File: src/hdl/hlm_pkg.sv
package hlm_pkg;

  localparam int ENTRIES_DEFAULT = 1024;

  localparam int KIND_W     = 2;
  localparam int ENTRY_W    = 10;
  localparam int TIME_W     = 32;
  localparam int INTERVAL_W = 16;
  localparam int MISS_W     = 4;

  localparam logic [INTERVAL_W-1:0] INTERVAL_RESET = 16'd20;
  localparam logic [MISS_W-1:0]     RETRY_RESET    = 4'd3;

  // register indexes on the config port
  localparam logic CFG_INTERVAL = 1'b0;
  localparam logic CFG_RETRY    = 1'b1;

  // result codes
  localparam logic ACT_HEARTBEAT = 1'b0;
  localparam logic ACT_OFFLINE   = 1'b1;

  // output queue depth: covers one word waiting, one in flight, one being computed
  localparam int OQ_DEPTH = 3;

  typedef enum logic [KIND_W-1:0] {
    KIND_CONNECT  = 2'd0,
    KIND_ACTIVITY = 2'd1,
    KIND_CHECK    = 2'd2,
    KIND_CLOSE    = 2'd3
  } kind_t;

  typedef enum logic [1:0] {
    LINK_FREE      = 2'd0,
    LINK_CONNECTED = 2'd1,
    LINK_OFFLINE   = 2'd2
  } link_t;

  typedef struct packed {
    link_t              link;
    logic [MISS_W-1:0]  miss;
  } status_t;

  typedef struct packed {
    logic               valid;
    logic               action;
    logic [ENTRY_W-1:0] entry;
  } result_t;

  typedef struct packed {
    logic clearing;
    logic pending;
  } core_status_t;

endpackage

File: src/hdl/hlm_outq.sv
module hlm_outq (
  input  logic                         clk,
  input  logic                         rst,
  input  hlm_pkg::result_t             push,
  input  logic                         pop,
  output logic                         out_valid,
  output logic                         out_action,
  output logic [hlm_pkg::ENTRY_W-1:0]  out_entry,
  output logic [1:0]                   count
);

  localparam int PW = $clog2(hlm_pkg::OQ_DEPTH);
  localparam logic [PW-1:0] LAST = PW'(hlm_pkg::OQ_DEPTH - 1);

  logic [hlm_pkg::ENTRY_W:0] slot [hlm_pkg::OQ_DEPTH];
  logic [PW-1:0]             head;
  logic [PW-1:0]             tail;
  logic [1:0]                count_next;

  always_comb begin
    count_next = count;
    if (push.valid && !pop) begin
      count_next = count + 2'd1;
    end else if (!push.valid && pop) begin
      count_next = count - 2'd1;
    end
  end

  always_ff @(posedge clk) begin
    if (rst) begin
      head  <= '0;
      tail  <= '0;
      count <= '0;
    end else begin
      count <= count_next;
      if (push.valid) begin
        tail <= (tail == LAST) ? '0 : tail + PW'(1);
      end
      if (pop) begin
        head <= (head == LAST) ? '0 : head + PW'(1);
      end
    end
  end

  always_ff @(posedge clk) begin
    if (push.valid) begin
      slot[tail] <= {push.action, push.entry};
    end
  end

  assign out_valid  = count != 2'd0;
  assign out_action = slot[head][hlm_pkg::ENTRY_W];
  assign out_entry  = slot[head][hlm_pkg::ENTRY_W-1:0];

endmodule

File: config.mk
export PLATFORM = sky130hd
export DESIGN_NAME = hlm_outq
export DESIGN_NICKNAME = d
export VERILOG_FILES = /design/src/hdl/hlm_pkg.sv /design/src/hdl/hlm_outq.sv
export SDC_FILE = /design/constraint.sdc
export NUM_CORES = 1
export LEC_CHECK = 0
export ABC_CLOCK_PERIOD_IN_PS = 3100
export BUFFER_PORTS_ARGS = -buffer_cell sky130_fd_sc_hd__buf_2
export CAP_MARGIN = 0
export CORE_ASPECT_RATIO = 2
export CORE_MARGIN = 8
export CORE_UTILIZATION = 41
export DETAILED_ROUTE_END_ITERATION = 10
export GPL_TIMING_DRIVEN = 0
export SLEW_MARGIN = 20
export SYNTH_ARGS = -nofsm -noshare
export SYNTH_HDL_FRONTEND = slang
export SYNTH_SLANG_ARGS = --single-unit
export TNS_END_PERCENT = 50
File: constraint.sdc
create_clock -name clk -period 3.1 [get_ports clk]
set_input_delay 0.31 -clock clk [delete_from_list [all_inputs] [get_ports clk]]
set_output_delay 0.31 -clock clk [all_outputs]
set_load 0.03 [all_outputs]
**Word-level counts from Yosys, hierarchy flattened**

Memory sizes are Yosys's and may differ from the RTL's. A register that Yosys moved wholly into a read port is not among the register bits.
Cells that the tools add are included.

- Output and inout bits: 14
- Bits of input ports: 15
- RAM bits: 33
- Bits in registers: 6
- Word-level logic and storage cells: 24
- Memories kept: 1

- Add/sub/neg operators: 4
- Equal/unequal tests: 2
- Reductions and logical operators: 6
- Multiplexer cells: 8

Memories:

| memory | depth | width | read ports | clocked after memory_dff | write ports | RTL line | RTL |
|---|---|---|---|---|---|---|---|
| slot | 3 | 11 | 1 | 1 | 1 | hlm_outq.sv:15 | `logic [hlm_pkg::ENTRY_W:0] slot [hlm_pkg::OQ_DEPTH];` |

Operators by type and width:

| kind | number |
|---|---|
| $mux 2 | 6 |
| $add 2x1->2 const B | 3 |
| $eq 2x2->1 const B | 2 |
| $reduce_bool 2->1 | 2 |
| $logic_and 1x1->1 | 2 |
| $logic_not 1->1 | 2 |
| $mux 1 | 2 |
| $sub 2x1->2 const B | 1 |

**Logic depth before layout (Yosys ltp)**

Gate-level depths: netlist (run 1).

- Depth in word-level cells: 4
- Mapped depth: 5
- Depth with buffers taken out: 5

**Worst setup path after synthesis (run 1)**

Ideal clock, no wire load.

- Kind: input-to-reg
- Start point: input push[11] (netlist name)
- End point: memory slot[0][0] (netlist name) (enable)
- Data arrival time: 1,224 ps
- Required time: 2,705 ps
- Stages: 2
- Path buffers: 0
- Setup slack: 1,480 ps
- Cell sequence: inv_1 > nor3_1

- Cells in the longest elaborated chain, start to end: 2

RTL lines:

| what | RTL line | RTL |
|---|---|---|
| start, declared | hlm_outq.sv:4 | `input hlm_pkg::result_t push,` |
| $mux 1 | hlm_outq.sv:46 | `if (push.valid) begin` |
| $mux 1 (not written as such) | hlm_outq.sv:47 | `slot[tail] <= {push.action, push.entry};` |
| end, declared | hlm_outq.sv:15 |  |

Every way passes these cells.

==> flow_summary.yaml, run 1 <==
status:
  outcome: "completed"
global_route:
  track_usage_pct: 10.2
  grt_max_degree: 13
  overflow: 0
  busiest_layer: "met2"
  met2_usage_pct: 18.3
  grt_first_pass_wirelength_microns: 4440
  grt_pass1_vias: 970
  use_met1_pct: 8.94
  antenna_found_initial: 0
  met3_usage_pct: 4.41
worst_setup_path:
  reg2reg_to: "slot[2][9]$_DFFE_PP_"
  critPathRequiredTime_ns: 2.79
  critical_path_class: "register to output port"
  crit_end: "out_entry[8]"
  startpoint_type: "register"
  r2r_start: "tail[1]$_SDFFE_PP0P_"
  endpoint_kind: "output port"
  arrival_ns: 1.47
  ff2ff_path_depth: 2
  rrSetupSlack_ns: 1.49
  worstPathMaxFanout: 10
logic_synthesis:
  yosys-top-cells-area: "edfxtp_1, dfxtp_1, mux2i_1"
  ys_ff_latch: 41
  synth_top_area_share_pct: 65.4
  synth_largest_area_cell: "edfxtp_1"
  synth_warnings: 0
  synth.distinct_cells: 20
  synthCells: 101
  seq_area_frac_synth_pct: 76.0
  syn_area_sq_mm: 0.00152
  synth.avg_cell_area_sq_um: 15.0
  synth_nets: 117
cells_and_area:
  fillerInstances: 334
  multi_input_area_sq_um: 347
  stdcell_count: 187
  areaGrowthSynthToFinish_pct: 21.1
  seq_area_sq_mm: 0.00115
  finalNetCount: 153
  drive_above_1_share_pct: 28.3
  antenna_cells: 0
power:
  comb_power_share_pct: 12.8
  p_leak_nw: 0.678
  netSwitchingFraction_pct: 23.6
  vdd_drop_max_uv: 451
  power.switching_mw: 0.281
  power_density_mw_per_mm2: 650
  clock_power_share_pct: 33.9
  p_seq_share_pct: 53.3
  p_int_mw: 0.912
timing:
  slew_headroom_pct: 32.7
  rsz0062_at_grt: "no"
  maxSlewViolCount: 0
  final-hold-violation-count: 0
  period_needed_ns: 1.78
  finalSetupViolations: 0
  fmax_ghz: 0.562
  skew_ns: 0.00817
  worstMarginPinSlew_ns: 1.01
  holdWs_ns: 0.218
  post-route-period-util_pct: 57.3
  setup_tns_ns: 0
die:
  die_area_sq_mm: 0.00601
  die_h_microns: 102
  fp-row-count: 31
  die-width_microns: 59.0
  ios: 29
  core_area_sq_mm: 0.00357
  start_util_pct: 42.5
clocking:
  post-cts-setup-buffer-count: 0
  root_buffer: "clkbuf_8"
  clk_path_buf_depth: 2
  cts_buffers: 5
  cts_resized: 0
  clkLatencyLatePin_ns: 0.29
  cts_max_level: 2
  cts_tree: "yes"
  clk_pin_slew_ns: 0.08
  hold_buffers: 0
  cts.sink_count: 41
route:
  vias: 912
  post_drt_via_cell_ratio: 4.88
  wire_per_inst_microns: 14.8
  ant_nets: 0
  drc: 0
  wl_microns: 2760
  drtPass1Iterations: 4
  drt_iter0_drc: 21
placed_design:
  place_hpwl_microns: 2000
  gp_congestion: 0.616
  dpl.cell_count: 179
  port_buffers: 28
hold_path:
  holdCritPathClass: "input pin to register"
run:
  maxCapViolations: 0
## registers in the layout, summed over array words and instances (netlist names), named ones only
signal / count
tail: 2
slot: 33
head: 2
count: 2
## layout by cell type, fill, tap and decap left out, types with 2 or more instances in the layout
master	instances
xor2_1	2
o21ai_0	12
mux2i_1	11
a21oi_1	4
edfxtp_1	33
buf_4	2
dfxtp_1	8
clkbuf_8	5
inv_1	2
buf_2	28
nor2_1	4
clkbuf_1	3
nand2_1	13
## logic make-up (layout without fill, tap and decap cells)
kind of cell    after synthesis  count (layout)  synth area share, %
mux                          11              11                 7.27
simple gates                 24              24                 7.35
compound gates               17              17                 5.95
xor+xnor                      2               2                 1.16
buf+inv                       5              42                 1.49
fa+ha+maj                     1               1                0.826
flops                        41              41                 76.0
## synthesized netlist by cell type (all sizes together)
| cell type | number |
|---|---|
| dfxtp | 8 |
| inv | 2 |
| nand2 | 13 |
| nor3 | 1 |
| nand3b | 1 |
| nor2 | 4 |
| and3b | 1 |
| mux2i | 11 |
| o21ba | 1 |
| a21oi | 4 |
| or3 | 1 |
| buf | 1 |
| ha | 1 |
| xor2 | 2 |
| clkbuf | 2 |
| edfxtp | 33 |
| or2 | 1 |
| nor3b | 1 |
| nor2b | 1 |
| o21ai | 12 |
## through the flow
stage / utilization [%] / setup slack (ns) / cell area [sq um] / total power, mW
floorplan: - / 1.48 / 1520 / 0.748
global route: 51.4 / 1.10 / 1840 / 1.24
finish: 51.4 / 1.32 / 1840 / 1.19
detailed placement: 48.5 / 1.40 / 1730 / 0.804
CTS: 51.4 / 1.28 / 1840 / 1.20
global placement: 48.1 / 0.855 / 1720 / 0.794
## worst max-delay path, stage by stage, from the launching register on
cell	delay [ns]
dfxtp_1	0.37
clkbuf_1	0.40
nand2_1	0.08
o21ai_0	0.10
buf_2	0.23
## layer usage
layer | share of wire (%) | up-vias
met4 | 2.6 | 0
met1 | 37 | 442
met3 | 6.3 | 5
met5 | 0 | -
met2 | 54 | 22
li1 | - | 443
## power groups by stage
stage	clock [mW]	sequential, mW	combinational [mW]
after floorplan	0	0.653	0.0941
after global placement	0	0.646	0.148
after detailed placement	0	0.648	0.156
after CTS	0.411	0.636	0.156
after global routing	0.434	0.639	0.165
final	0.404	0.636	0.152
## area by class of cell
cell class                 instances  share of cell area [%]
multi-input combinational         55                    18.9
clock buffer                       6                    3.95
sequential                        41                    62.7
clock inverter                     2                    1.84
buffer                             3                   0.818
tap                               49                    3.34
timing repair buffer              29                    8.04
inverter                           2                   0.409
## worst min-delay path by stage
| stage | startpoint | endpoint | slack [ns] | cells past startpoint |
|---|---|---|---|---|
| finish | push[3] | slot[2][3]$_DFFE_PP_ | 0.22 | 1 |
| global route | push[6] | slot[1][6]$_DFFE_PP_ | 0.21 | 1 |
| CTS | push[3] | slot[2][3]$_DFFE_PP_ | 0.21 | 1 |
| detailed placement | head[1]$_SDFFE_PP0P_ | register | 0.50 | 2 |
| global placement | head[1]$_SDFFE_PP0P_ | register | 0.47 | 2 |
| floorplan | rst | count[1]$_SDFFE_PP0P_ | 0.38 | 1 |
Note: power is estimated with default switching activity, not from simulation.
==> run 2: changes to the inputs <==
Settings changed: ABC_CLOCK_PERIOD_IN_PS 3100 to 1600.
Clock period 3.1 ns to 1.6 ns, I/O delays scaled along.
==> run 2 against run 1 <==
Against the previous run: sequential power grew 95%; final cell count down 0.53%; first-iteration DRC count rose by 14%; count of clock-buffer cells in the layout unchanged; critical path depth did not move; combinational power grew 96%; global-route usage increased by 0.15 points; non-clock buffer count fell by 1; core utilization increased by 0.67 points; power increased by 99%; highest routed layer unchanged; flip-flop and latch count unchanged; critical path type unchanged.
==> flow_summary.yaml, run 2 (synthesis results as in run 1) <==
route:
  drt_iter0_drc: 24
  post_drt_via_cell_ratio: 4.92
  drc: 0
  drtPass1Iterations: 4
  ant_nets: 0
  wl_microns: 2810
  wire_per_inst_microns: 15.1
  vias: 916
timing:
  slew_headroom_pct: 58.9
  final-hold-violation-count: 0
  maxSlewViolCount: 0
  fmax_ghz: 0.677
  holdWs_ns: 0.0676
  period_needed_ns: 1.48
  skew_ns: 0.00615
  rsz0062_at_grt: "no"
  worstMarginPinSlew_ns: 0.615
  finalSetupViolations: 0
  post-route-period-util_pct: 92.3
hold_path:
  holdCritPathClass: "input pin to register"
  min_to: "slot[0][10]$_DFFE_PP_"
  holdPathStages: 1
  hold_start: "push[10]"
power:
  vdd_drop_max_uv: 938
  power_density_mw_per_mm2: 1280
  p_leak_nw: 0.687
  total_power_mw: 2.37
global_route:
  grt_max_degree: 14
  grt_first_pass_wirelength_microns: 4470
  overflow: 0
  grt_pass1_vias: 1007
  antenna_found_initial: 0
  track_usage_pct: 10.4
clocking:
  cts_tree: "yes"
  clk_pin_slew_ns: 0.08
  root_buffer: "clkbuf_8"
  post-cts-setup-buffer-count: 0
  cts_max_level: 2
  cts_buffers: 5
  cts.sink_count: 41
  clkLatencyLatePin_ns: 0.29
  clk_path_buf_depth: 2
worst_setup_path:
  critPathRequiredTime_ns: 1.44
  worst-path-buf-inv: 2
  arrival_ns: 1.32
  crit_path_max_incr_delay_ns: 0.36
  r2r_start: "tail[0]$_SDFFE_PP0P_"
  critPathTopFamily: "buffers and inverters"
  critical_path_class: "register to output port"
  cp_slowest_cell: "dfxtp_1"
  endpoint_kind: "output port"
  rrSetupSlack_ns: 0.22
  ff2ff_path_depth: 1
  worstPathMaxFanout: 10
  startpoint_type: "register"
  reg2reg_to: "slot[1][3]$_DFFE_PP_"
  worstPathCellList: "buf_6, mux2i_1, o21ai_0, buf_2"
die:
  start_util_pct: 42.5
  ios: 29
  die-width_microns: 59.0
  core_area_sq_mm: 0.00357
  die_h_microns: 102
  fp-row-count: 31
  die_area_sq_mm: 0.00601
run:
  maxCapViolations: 0
cells_and_area:
  antenna_cells: 0
  finalNetCount: 152
  areaGrowthSynthToFinish_pct: 22.7
  fillerInstances: 326
  post-route-util_pct: 52.1
  drive_above_1_share_pct: 31.4
  layout_commonest_cell: "edfxtp_1"
  regMostFlops: "slot"
  seq_area_sq_mm: 0.00115
  multi_input_area_sq_um: 355
  layout_common_cells: "edfxtp_1, buf_2, nand2_1"
  largest_reg_flops: 33
status:
  outcome: "completed"
placed_design:
  place_hpwl_microns: 2000
  gp_congestion: 0.601
  port_buffers: 28
[run 2: cell type report]
cell class	count	share of cell area, %
plain buffers	3	1.28
clock buffers	6	4.44
clock inverters	2	2.02
inverters	2	0.404
multi-input cells	55	19.1
flip-flops and latches	41	61.9
well taps	49	3.30
repair buffers	28	7.54
[run 2: what timing repair did]
action / CTS / global route
resized for setup: 3 / 4
hold buffers: 0 / 0
setup endpoints to repair: 22 / 17
[run 2: layer usage]
layer	wire, microns	GRT usage, %	vias up	part of all wire [%]
met1	1060	8.99	445	38
li1	-	-	439	-
met4	64	5.57	0	2.3
met5	0	0	-	0
met2	1520	19.5	26	54
met3	160	3.66	6	5.7
[run 2: power by group]
| part | internal [mW] | switching [mW] | total [mW] |
|---|---|---|---|
| registers | 1.21 | 0.0268 | 1.24 |
| logic | 0.0988 | 0.199 | 0.298 |
| clock network | 0.507 | 0.332 | 0.839 |
[run 2: how the worst max path moves through the flow]
stage                                    start                   end  slack [ns]  cells past startpoint
after floorplan                       register            out_action        0.15                      3
after global placement    tail[1]$_SDFFE_PP0P_  slot[2][6]$_DFFE_PP_       -0.01                      2
after detailed placement  tail[1]$_SDFFE_PP0P_  slot[2][4]$_DFFE_PP_       -0.04                      2
after CTS                 tail[0]$_SDFFE_PP0P_  slot[0][5]$_DFFE_PP_       0.002                      1
after global routing                  register          out_entry[3]       0.005                      4
final                                 register          out_entry[9]        0.12                      4
[run 2: metrics by stage]
step / cell area, sq um / worst slack, ns / TNS, ns / cells
floorplan: 1520 / 0.153 / 0 / 101
global placement: 1720 / -0.00984 / -0.104 / 178
detailed placement: 1720 / -0.0446 / -0.604 / 178
CTS: 1850 / 0.00246 / 0 / 186
global route: 1860 / 0.00481 / 0 / 186
finish: 1860 / 0.124 / 0 / 186
==> run 3: changes to the inputs <==
Settings changed: CORE_ASPECT_RATIO 2 to default, CORE_UTILIZATION 41 to 35, PLACE_DENSITY from default to 0.65.
==> run 3 against run 2 <==
Against the previous run: flip-flop and latch count is the same; highest routed layer unchanged; non-clock buffer count is the same; largest power group unchanged; clock skew shrank 0.0039 ns; sequential share of layout area grew 0.13 points; die area grew 11%; global-route usage shrank 1.1 points; setup slack lost 0.033 ns; routed wire length shrank 1.3%; register-to-register slack gained 0.02 ns.
==> flow_summary.yaml, run 3 (synthesis results as in run 1) <==
timing:
  worst_slack_ns: 0.0910
  skew_ns: 0.00225
  maxSlewViolCount: 0
  finalSetupViolations: 0
  slew_headroom_pct: 57.2
  final-hold-violation-count: 0
  setup_tns_ns: 0
  post-route-period-util_pct: 94.3
  rsz0062_at_grt: "yes"
  fmax_ghz: 0.663
  period_needed_ns: 1.51
  worstMarginPinSlew_ns: 0.641
cells_and_area:
  layout_commonest_cell: "edfxtp_1"
  multi_input_area_sq_um: 355
  regMostFlops: "slot"
  antenna_cells: 0
  fillerInstances: 401
  drive_above_1_share_pct: 31.4
  largest_reg_flops: 33
  seq_area_sq_mm: 0.00115
  areaGrowthSynthToFinish_pct: 22.5
  layout_common_cells: "edfxtp_1, buf_2, nand2_1"
  finalNetCount: 152
power:
  vdd_drop_max_uv: 545
  power_density_mw_per_mm2: 1270
  total_power_mw: 2.35
  p_leak_nw: 0.683
clocking:
  clkLatencyLatePin_ns: 0.29
  cts_max_level: 2
  clk_pin_slew_ns: 0.08
  clk_path_buf_depth: 2
  cts.sink_count: 41
  post-cts-setup-buffer-count: 0
  cts_buffers: 5
  cts_resized: 3
  root_buffer: "clkbuf_8"
  cts_tree: "yes"
  hold_buffers: 0
worst_setup_path:
  ff2ff_path_depth: 1
  critical_path_class: "register to output port"
  endpoint_kind: "output port"
  worstPathMaxFanout: 10
  critPathRequiredTime_ns: 1.44
  arrival_ns: 1.35
  startpoint_type: "register"
  rrSetupSlack_ns: 0.24
placed_design:
  place_hpwl_microns: 1930
  port_buffers: 28
  gp_congestion: 0.706
  pre_cts_ws_ns: -0.00675
route:
  wire_per_inst_microns: 14.7
  drtPass1Iterations: 4
  post_drt_via_cell_ratio: 4.79
  ant_nets: 0
  drt-met1-wl_microns: 1050
  wl_met3_microns: 265
  drc: 0
  highest_layer: "met4"
  wl_met2_microns: 1410
  drt_iter0_drc: 40
  wl_microns: 2770
  vias: 906
hold_path:
  holdPathStages: 1
  holdCritPathClass: "input pin to register"
die:
  fp-row-count: 24
  die_area_sq_mm: 0.00669
  start_util_pct: 35.5
  core_area_sq_mm: 0.00426
  die_h_microns: 81.8
  die-width_microns: 81.8
  ios: 29
global_route:
  antenna_found_initial: 0
  overflow: 0
  grt_pass1_vias: 999
  grt_first_pass_wirelength_microns: 4520
  track_usage_pct: 9.23
  grt_max_degree: 15
status:
  outcome: "completed"
run:
  maxCapViolations: 0
run 3: worst max-delay path, stage by stage (launching register included):
cell and delay (ns):
dfxtp_1 0.37, buf_6 0.19, mux2i_1 0.09, o21ai_0 0.18
buf_2 0.24
run 3: per-layer routing:
| metal | GRT usage [%] | vias to the layer above |
|---|---|---|
| li1 | - | 440 |
| met1 | 9.43 | 432 |
| met2 | 15.8 | 28 |
| met3 | 4.60 | 6 |
| met4 | 3.68 | 0 |
| met5 | 0 | - |
run 3: final cells by class:
cell class / count / share of cell area (%)
Clock inverter: 3 / 2.49
Sequential cell: 41 / 62.0
Clock buffer: 5 / 3.71
Timing Repair Buffer: 28 / 7.55
Inverter: 2 / 0.405
Buffer: 3 / 1.15
Multi-Input combinational cell: 55 / 19.2
Tap cell: 52 / 3.51
run 3: final timing paths:
check | start | endpoint
max | register | out_entry[5]
min | push[8] | slot[1][8]$_DFFE_PP_
max reg2reg | tail[0]$_SDFFE_PP0P_ | slot[1][7]$_DFFE_PP_
min reg2reg | head[1]$_SDFFE_PP0P_ | head[1]$_SDFFE_PP0P_
run 3: through the flow:
step | hold WS [ns] | cells | area, sq um | util [%]
floorplan | 0.229 | 101 | 1520 | -
global placement | 0.361 | 181 | 1730 | 40.5
detailed placement | 0.365 | 181 | 1730 | 40.5
CTS | 0.0565 | 189 | 1850 | 43.3
global route | 0.0488 | 189 | 1860 | 43.5
finish | 0.0682 | 189 | 1860 | 43.5
run 3: where the power goes:
part           leakage [nW]  total (mW)  internal [mW]  switching (mW)
combinational         0.258       0.298         0.0982           0.200
clock                0.0543       0.822          0.466           0.356
sequential            0.371        1.23           1.21          0.0257
